File: config.mk
export PLATFORM = sky130hd
export DESIGN_NAME = debug_entry_parent_tracker
export DESIGN_NICKNAME = d
export VERILOG_FILES = /design/src/design/dept_pkg.sv /design/src/design/debug_entry_parent_tracker.sv /design/src/design/dept_ram.sv /design/src/design/dept_ctrl.sv
export SDC_FILE = /design/constraint.sdc
export NUM_CORES = 2
export LEC_CHECK = 0
export BUFFER_PORTS_ARGS = -buffer_cell sky130_fd_sc_hd__buf_4
export CORE_MARGIN = 3
export CORE_UTILIZATION = 45
export DETAILED_ROUTE_END_ITERATION = 10
export SYNTH_ARGS = -nofsm -noshare
export SYNTH_HDL_FRONTEND = slang
export SYNTH_HIERARCHICAL = 1
export SYNTH_SLANG_ARGS = --single-unit
File: constraint.sdc
create_clock -name clk -period 6.25 [get_ports clk]
set_input_delay 0.9375 -clock clk [delete_from_list [all_inputs] [get_ports clk]]
set_output_delay 0.9375 -clock clk [all_outputs]
set_load 0.01 [all_outputs]
File: src/design/dept_pkg.sv
// Package for the debug entry parent tracker.
// Holds sizes, tag codes, transaction and stack entry types, and the scope flag rule.
// No dependencies.
package dept_pkg;

  localparam int unsigned MAX_DEPTH = 64;
  localparam longint unsigned MAX_DIES = 64'd1048576;

  localparam int unsigned DEPTH_W = 6;
  localparam int unsigned TAG_W = 16;
  localparam int unsigned NUM_W = 20;
  localparam int unsigned LVL_W = $clog2(MAX_DEPTH + 1);
  localparam int unsigned IDX_W = (MAX_DEPTH > 1) ? $clog2(MAX_DEPTH) : 1;
  localparam int unsigned CNT_W = $clog2(MAX_DIES + 1);

  localparam logic [TAG_W-1:0] TAG_LEXICAL_BLOCK = 16'h000b;
  localparam logic [TAG_W-1:0] TAG_INLINED_SUB = 16'h001d;
  localparam logic [TAG_W-1:0] TAG_SUBPROGRAM = 16'h002e;
  localparam logic [TAG_W-1:0] TAG_VARIABLE = 16'h0034;

  localparam logic [NUM_W-1:0] NUM_LAST = NUM_W'(MAX_DIES - 1);

  typedef struct packed {
    logic               new_unit;
    logic [DEPTH_W-1:0] entry_depth;
    logic [TAG_W-1:0]   tag_code;
  } entry_t;

  typedef struct packed {
    logic [NUM_W-1:0] entry_number;
    logic [NUM_W-1:0] parent_number;
    logic             has_parent;
    logic             in_function;
    logic             count_overflow;
  } result_t;

  typedef struct packed {
    logic [DEPTH_W-1:0] depth;
    logic [NUM_W-1:0]   number;
    logic               in_func;
  } stack_entry_t;

  localparam int unsigned SE_W = $bits(stack_entry_t);

  // Scope flag of a new entry from its tag and its parent's flag.
  function automatic logic scope_flag(input logic [TAG_W-1:0] tag, input logic parent_inside);
    logic flag;
    if (tag inside {TAG_LEXICAL_BLOCK, TAG_VARIABLE}) begin
      flag = parent_inside;
    end else if (tag inside {TAG_SUBPROGRAM, TAG_INLINED_SUB}) begin
      flag = 1'b1;
    end else begin
      flag = 1'b0;
    end
    return flag;
  endfunction

endpackage

File: src/design/debug_entry_parent_tracker.sv
// Top level of the debug entry parent tracker: sequencer plus output register.
// Depends on dept_pkg and dept_ctrl.
//
//   channel   direction  handshake                  payload
//   entry     in         entry_valid / entry_stall   entry_t  (new_unit, depth, tag)
//   result    out        result_valid / result_stall result_t (numbers and flags)
//
// Each entry is taken, then its depth is compared with the top of stack; each ancestor it
// pops costs a stack RAM read and another compare; a parent read and a finish step follow.
// The single read port of the stack RAM and the shared depth compare keep the pops sequential.
// Reset clears the level and the counter at once; the stack RAM needs no clearing pass.
// The output register frees the sequencer: a held result stalls only the finish cycle
// of the following entry.
module debug_entry_parent_tracker
  import dept_pkg::*;
(
  input  logic    clk,
  input  logic    rst,
  input  logic    entry_valid,
  output logic    entry_stall,
  input  entry_t  entry,
  output logic    result_valid,
  input  logic    result_stall,
  output result_t result
);

  logic    busy;
  logic    res_valid;
  logic    res_take;
  result_t res;

  dept_ctrl u_ctrl (
    .clk        (clk),
    .rst        (rst),
    .entry_valid(entry_valid),
    .busy       (busy),
    .entry      (entry),
    .res_valid  (res_valid),
    .res_take   (res_take),
    .res        (res)
  );

  assign entry_stall = busy;
  assign res_take = !result_valid || !result_stall;

  always_ff @(posedge clk) begin
    if (rst) begin
      result_valid <= 1'b0;
    end else if (res_take) begin
      result_valid <= res_valid;
    end
  end

  always_ff @(posedge clk) begin
    if (res_valid && res_take) begin
      result <= res;
    end
  end

  // Busy right after a transaction is taken.
  a_busy_after_accept: assert property (@(posedge clk) disable iff (rst)
    entry_valid && !entry_stall |=> entry_stall)
    else $error("entry accepted while sequencer stayed idle");

  // A finished result only comes from a busy sequencer.
  a_result_while_busy: assert property (@(posedge clk) disable iff (rst)
    res_valid |-> busy)
    else $error("result offered while sequencer idle");

  // Saturated counter always gives the last number.
  a_overflow_number: assert property (@(posedge clk) disable iff (rst)
    result_valid && result.count_overflow |-> result.entry_number == NUM_LAST)
    else $error("overflow result with unexpected entry number");

  // Root entries carry no parent number.
  a_root_parent: assert property (@(posedge clk) disable iff (rst)
    result_valid && !result.has_parent |-> result.parent_number == '0)
    else $error("parent number set on root entry");

endmodule

File: src/design/dept_ram.sv
// Generic single write port, single read port RAM with registered read data.
// No dependencies.
module dept_ram #(
  parameter int unsigned WIDTH = 8,
  parameter int unsigned DEPTH = 16
) (
  input  logic                                     clk,
  input  logic                                     we,
  input  logic [(DEPTH > 1 ? $clog2(DEPTH) : 1)-1:0] waddr,
  input  logic [WIDTH-1:0]                         wdata,
  input  logic [(DEPTH > 1 ? $clog2(DEPTH) : 1)-1:0] raddr,
  output logic [WIDTH-1:0]                         rdata
);

  logic [WIDTH-1:0] mem [DEPTH];

  always_ff @(posedge clk) begin
    if (we) begin
      mem[waddr] <= wdata;
    end
    rdata <= mem[raddr];
  end

endmodule

File: src/design/dept_ctrl.sv
// Sequencer of the parent tracker: entry numbering, depth compare and stack walk.
// Depends on dept_pkg and dept_ram (ancestor stack storage).
module dept_ctrl
  import dept_pkg::*;
(
  input  logic    clk,
  input  logic    rst,
  input  logic    entry_valid,
  output logic    busy,
  input  entry_t  entry,
  output logic    res_valid,
  input  logic    res_take,
  output result_t res
);

  typedef enum logic [2:0] {
    S_IDLE,
    S_CMP,
    S_LOAD,
    S_PAR,
    S_DONE
  } state_t;

  state_t             state;
  logic [LVL_W-1:0]   lvl;
  logic [CNT_W-1:0]   cnt;
  stack_entry_t       top;
  logic [DEPTH_W-1:0] cur_depth;
  logic [TAG_W-1:0]   cur_tag;
  logic [NUM_W-1:0]   number;
  logic               ovf;
  logic               first;

  logic [CNT_W-1:0]   cnt_base;
  logic               depth_eq;
  logic               depth_ge;
  logic               has_par;
  logic               new_flag;
  stack_entry_t       rd_entry;
  logic [SE_W-1:0]    rdata;
  logic               ram_we;
  logic [IDX_W-1:0]   waddr;
  logic [IDX_W-1:0]   raddr;

  // Shared compare of the incoming depth against the cached top of stack.
  assign depth_eq = (top.depth == cur_depth);
  assign depth_ge = (top.depth >= cur_depth);

  assign cnt_base = entry.new_unit ? '0 : cnt;

  // Level L lives at index L-1; the parent of the top and the next top both sit at lvl-2.
  assign raddr = IDX_W'(lvl - LVL_W'(2));
  assign waddr = IDX_W'(lvl - LVL_W'(1));

  assign rd_entry = stack_entry_t'(rdata);
  assign has_par = (lvl >= LVL_W'(2));
  assign new_flag = scope_flag(cur_tag, has_par & rd_entry.in_func);

  assign busy = (state != S_IDLE);
  assign res_valid = (state == S_DONE);
  assign ram_we = (state == S_DONE) && res_take;

  always_comb begin
    res.entry_number = number;
    res.parent_number = has_par ? rd_entry.number : '0;
    res.has_parent = has_par;
    res.in_function = new_flag;
    res.count_overflow = ovf;
  end

  dept_ram #(
    .WIDTH(SE_W),
    .DEPTH(MAX_DEPTH)
  ) u_stack (
    .clk  (clk),
    .we   (ram_we),
    .waddr(waddr),
    .wdata({top.depth, top.number, new_flag}),
    .raddr(raddr),
    .rdata(rdata)
  );

  always_ff @(posedge clk) begin
    if (rst) begin
      state <= S_IDLE;
      lvl <= '0;
      cnt <= '0;
      first <= 1'b0;
    end else begin
      case (state)
        S_IDLE: begin
          if (entry_valid) begin
            cur_depth <= entry.entry_depth;
            cur_tag <= entry.tag_code;
            if (entry.new_unit) begin
              lvl <= '0;
            end
            if (cnt_base < CNT_W'(MAX_DIES)) begin
              number <= NUM_W'(cnt_base);
              cnt <= cnt_base + CNT_W'(1);
              ovf <= 1'b0;
            end else begin
              number <= NUM_LAST;
              cnt <= cnt_base;
              ovf <= 1'b1;
            end
            first <= 1'b1;
            state <= S_CMP;
          end
        end
        S_CMP: begin
          first <= 1'b0;
          if (lvl != '0 && first && depth_eq) begin
            // same depth: the top takes the new number
            top.number <= number;
            state <= S_PAR;
          end else if (lvl != '0 && depth_ge) begin
            // pop; the new top arrives from the stack next cycle
            lvl <= lvl - LVL_W'(1);
            state <= S_LOAD;
          end else begin
            // push, overwriting the top when full
            if (lvl < LVL_W'(MAX_DEPTH)) begin
              lvl <= lvl + LVL_W'(1);
            end
            top.depth <= cur_depth;
            top.number <= number;
            state <= S_PAR;
          end
        end
        S_LOAD: begin
          top <= rd_entry;
          state <= S_CMP;
        end
        S_PAR: begin
          state <= S_DONE;
        end
        S_DONE: begin
          if (res_take) begin
            top.in_func <= new_flag;
            state <= S_IDLE;
          end
        end
        default: begin
          state <= S_IDLE;
        end
      endcase
    end
  end

endmodule
# Yosys cells after proc, flatten, opt, wreduce, memory -nomap -nowiden
# Memories as Yosys holds them, arrays and structs flattened. A register that Yosys moved wholly into a read port is not among the register bits.
# Cells that the tools add are included.
# W data, S select, Z words.
[word_totals]
register_bits = 145
mem_bits_rw = 1728
output_inout_bits = 45
word_cells = 88
memories = 1
[memory_table]
columns = ["name", "words", "width", "read_ports", "rd_ports_with_merged_regs", "wr", "line_no", "text"]
rows = [
  ["u_ctrl.u_stack.mem", 64, 27, 1, 1, 1, "dept_ram.sv:15", "logic [WIDTH-1:0] mem [DEPTH];"],
]
[classes]
n_addsub = 4
order_cmp = 4
n_eq_ne = 16
muxes = 24
n_bitwise = 2
n_reduce_logical = 21
[ops]
columns = ["cell", "n"]
rows = [
  ["$pmux W26 S2", 1],
  ["$mux W21", 2],
  ["$mux W7", 5],
  ["$eq A16 B6 Y1 const B", 2],
  ["$mux W26", 1],
  ["$add A21 B1 Y21 const B", 1],
  ["$lt A21 B21 Y1 const B", 1],
  ["$mux W20", 1],
  ["$eq A16 B4 Y1 const B", 1],
  ["$eq A16 B5 Y1 const B", 1],
  ["$pmux W3 S5", 1],
  ["$pmux W7 S2", 1],
  ["$mux W3", 3],
  ["$ne A2 B2 Y1 const B", 4],
  ["$reduce_bool A2 Y1", 4],
  ["$add A7 B1 Y7 const B", 1],
  ["$ge A7 B2 Y1 const B", 1],
  ["$lt A7 B7 Y1 const B", 1],
  ["$mux W1", 7],
  ["$reduce_bool A7 Y1", 1],
  ["$sub A7 B1 Y7 const B", 1],
  ["$eq A3 B2 Y1 const B", 2],
  ["$eq A6 B6 Y1", 1],
  ["$ge A6 B6 Y1", 1],
  ["other kinds (19)", 26],
]

# Depth between registers and ports, before layout
[depth]
depth_word = 5
depth_mapped = 11

# Modules after synthesis
# Netlist, hierarchy kept.
[by_module_without_submodules]
columns = ["mod", "n_inst", "cells_per_inst", "area_each_um2", "seq_area_each_um2"]
rows = [
  ["dept_ram", 1, 3002, 66617.6, 52430.3],
  ["dept_ctrl", 1, 478, 4994.8, 2712.6],
  ["debug_entry_parent_tracker", 1, 48, 1330.0, 1311.3],
]

# Worst setup path before layout
# OpenSTA, ideal clock, no wires.
[synth_path]
kind = "register to register"
start = "register u_ctrl.lvl[2]"
end = "memory u_ctrl/u_stack/mem[0][0] in the netlist's numbering (data pin)"
setup_time_ns = 0.752
t_arrival_ns = 3.903
slack_ns = 1.596
path_stages_with_launch = 8
path_buffers = 1
synth_period_minus_slack_ns = 4.654
path_cell_list = "dfxtp_1 > buf_2 > inv_1 > ha_1 > nor3b_1 > nand2_1 > nand2_1 > a221oi_1"
[synth_via]
elab_chain_cells = 3
[synth_lines]
columns = ["element", "line_no", "text"]
rows = [
  ["start: declaration", "dept_ctrl.sv:25", "logic [LVL_W-1:0] lvl;"],
  ["start signal: assignment", "dept_ctrl.sv:119", "lvl <= lvl - LVL_W'(1);"],
  ["start signal: assignment", "dept_ctrl.sv:124", "lvl <= lvl + LVL_W'(1);"],
  ["$ge A7 B2 Y1", "dept_ctrl.sv:56", "assign has_par = (lvl >= LVL_W'(2));"],
  ["$and A1 B1 Y1", "dept_ctrl.sv:57", "assign new_flag = scope_flag(cur_tag, has_par & rd_entry.in_func);"],
  ["$mux W1", "dept_pkg.sv:48", "if (tag inside {TAG_LEXICAL_BLOCK, TAG_VARIABLE}) begin"],
  ["via u_ctrl.new_flag", "dept_ctrl.sv:38", "logic new_flag;"],
  ["end: declaration", "dept_ram.sv:15", ""],
]
# The timed path passes the listed nets, and every way through them passes these cells.

# Worst setup path after layout
[layout_path]
start = "register u_ctrl.lvl[1]"
end = "memory u_ctrl/u_stack/mem[63][19] in the netlist's numbering (enable)"
[layout_via]
elab_chain_cells = 1
[layout_lines]
columns = ["element", "line_no", "text"]
rows = [
  ["$sub A7 B1 Y7", "dept_ctrl.sv:53", "assign waddr = IDX_W'(lvl - LVL_W'(1));"],
  ["via u_ctrl.waddr[5]", "dept_ctrl.sv:42", "logic [IDX_W-1:0] waddr;"],
]
# The timed path passes the listed nets, and every way through them passes these cells.

==> out/results.ini <==
[run_status]
status = finished clean

[logic_synthesis]
syn_nets = 3568
synth_cells = 3528
synth_cell_types = 58
synth_enable_flop_cells = 1840
syn_area_per_cell_sq_um = 20.7
synth_top_area_share_pct = 75.7
synthArstFlopShare_pct = 0
synth_warnings = 6
synth_area_sq_um = 72900
synthFlopType = edfxtp_1
ys_ff_latch = 1900
yosysTopAreaCell = edfxtp_1
synthTopCellsByArea = edfxtp_1, mux4_2, mux2i_1
seq_area_frac_synth_pct = 77.4

[critical_path]
cp_max_fo = 75
r2r-start = u_ctrl/lvl[1]
crit_path_start = u_ctrl/lvl[1]
worstPathRequired_ns = 6.76
crit_path_end_kind = flip-flop
criticalPathCategory = reg2reg
startpoint_type = flip-flop
arrival_ns = 5.63

[timing]
rsz0062_at_grt = no
fin_crit_sh_pct = 82.0
min_period_ns = 5.12
max_freq_mhz = 195
drv_slew = 0
tns_ns = 0
clock_skew_ns = 0.0312
slew_headroom_pct = 13.0
max_slew.worst_pin.slew_ns = 1.30
finalHoldViolations = 0
setup_viol = 0

[power_and_ir_drop]
vdd_drop_max_uv = 266
p_leak_uw = 0.0261
powerDensity_nw_per_um2 = 382

[job]
maxCapViolCount = 0

[placed_design]
gp_congestion = 0.859
port_buffers = 71
dp_hpwl_microns = 101000
dpl_cell_area_sq_um = 76500

[global_route]
grt-ovfl-total = 0
grt_max_degree = 94
antenna_found_initial = 11
grt_pass1_vias = 34500
grt_use_total_pct = 21.0
grt_pass1_wl_microns = 253000

[floorplan]
die_h_microns = 409
start_util_pct = 45.4
fp.dieW_microns = 409
core-area_sq_um = 161000
pin_count = 72
rows = 147
dieArea_sq_um = 167000

[clocking]
cts_setup_buffers = 0
cts.sinks = 1900
post_cts_resized = 0
cts.path.max_buffers = 3
hold_buffers = 0
cts_root_buf = clkbuf_16
clk_pin_slew_ns = 0.06
clock_latency_ns = 0.79
numCtsBuffers = 192
tritoncts = yes
htree_levels = 4

[layout]
drive_gt1_share_pct = 22.9
design_area_sq_um = 82400
final_common_cell = edfxtp_1
layout_common_cells = edfxtp_1, mux4_2, mux2i_1
nets = 3724
area_growth_pct = 12.9

[route]
avgViaCountPerCell = 5.88
ant_nets = 0
drt_iter0_drc = 3991
dr_total_vias = 35300
routed_wl_microns = 177000
routedWlPerCell_microns = 29.4
drc = 0
drt_first_pass_iters = 5

[worst_hold_path]
hp-class = in2reg
hp-start = entry[19]

==> final timing paths <==
| check | end | slack (ns) | depth (start not counted) |
|---|---|---|---|
| max | u_ctrl/u_stack/mem[63][19] | 1.13 | 8 |
| min reg2reg | result[0] | 0.42 | 0 |
| max reg2reg | u_ctrl/u_stack/mem[63][19] | 1.13 | 8 |
| min | u_ctrl/cur_depth[3] | 0.32 | 1 |
==> cells by family (layout without fill, tap and decap cells) <==
logic type      after synthesis  after routing  share of synthesized area [%]
fa+ha+maj                    13             13                          0.223
flops                      1900           1900                           77.4
buf+inv                     217            530                           1.51
mux                         640            640                           14.7
simple gates                348            348                           2.41
other cells                   0              3                              0
compound gates              396            396                           3.57
xor+xnor                     14             14                          0.168
==> Yosys cell counts, drive strengths merged, types with 23 or more instances <==
| library cell | n |
|---|---|
| a31oi | 56 |
| o31ai | 23 |
| dfxtp | 60 |
| mux2i | 274 |
| buf | 124 |
| mux4 | 344 |
| a21oi | 26 |
| o22ai | 75 |
| a22oi | 103 |
| nand2 | 53 |
| clkbuf | 77 |
| and3 | 30 |
| a21o | 23 |
| o21ai | 66 |
| nor2 | 142 |
| edfxtp | 1840 |
| and2 | 27 |
==> power breakdown <==
part / internal, uW / switching, uW / leakage (uW)
Clock: 6150 / 4660 / 0.00287
Sequential: 14300 / 188 / 0.0172
Combinational: 2090 / 4070 / 0.00602
Total: 22600 / 8920 / 0.0261
==> registers in the layout (all words and copies together), names as in the netlist <==
name                  count
u_ctrl/state              3
u_ctrl/cur_tag           16
u_ctrl/cur_depth          6
u_ctrl/u_stack/mem     1728
u_ctrl/number            20
u_ctrl/first              1
result_valid              1
u_ctrl/lvl                7
u_ctrl/top               26
u_ctrl/ovf                1
result                   43
u_ctrl/cnt               21
u_ctrl/u_stack/rdata     27
==> per-layer routing <==
| metal | track usage, % | wire [microns] | vias to the layer above |
|---|---|---|---|
| li1 | - | - | 14900 |
| met1 | 30.5 | 75700 | 18900 |
| met2 | 32.7 | 83800 | 1224 |
| met3 | 3.56 | 11900 | 257 |
| met4 | 6.60 | 5390 | 0 |
| met5 | 0 | 0 | - |
==> metrics by stage <==
| step | std cells | util [%] | setup slack (ns) | power, uW | hold slack (ns) |
|---|---|---|---|---|---|
| finish | 6004 | 51.2 | 1.13 | 31500 | 0.322 |
| global route | 6001 | 51.2 | 0.907 | 32500 | 0.275 |
| CTS | 6001 | 51.2 | 1.07 | 31700 | 0.260 |
| detailed placement | 5650 | 47.6 | 1.05 | 20900 | 0.408 |
| global placement | 5650 | 47.6 | 1.17 | 20900 | 0.404 |
| floorplan | 3528 | - | 1.60 | 18200 | 0.422 |
==> critical path, stage by stage (launching register included) <==
cell and delay (ns):
dfxtp_1 0.40, inv_8 0.54, ha_1 0.39, nor3b_1 0.65
nand2_1 0.15, xnor2_1 0.45, nand3_1 0.78, nor2_4 1.14
buf_4 0.25
==> final cells by class <==
cell class,count,area [sq um]
Fill cell,12700,78400
Multi-Input combinational cell,1411,15900
Antenna cell,3,7.51
Inverter,16,75.1
Clock inverter,91,679
Sequential cell,1900,56500
Clock buffer,260,5210
Tap cell,2160,2700
Timing Repair Buffer,163,1290
Note: power is estimated with default switching activity, not from simulation.
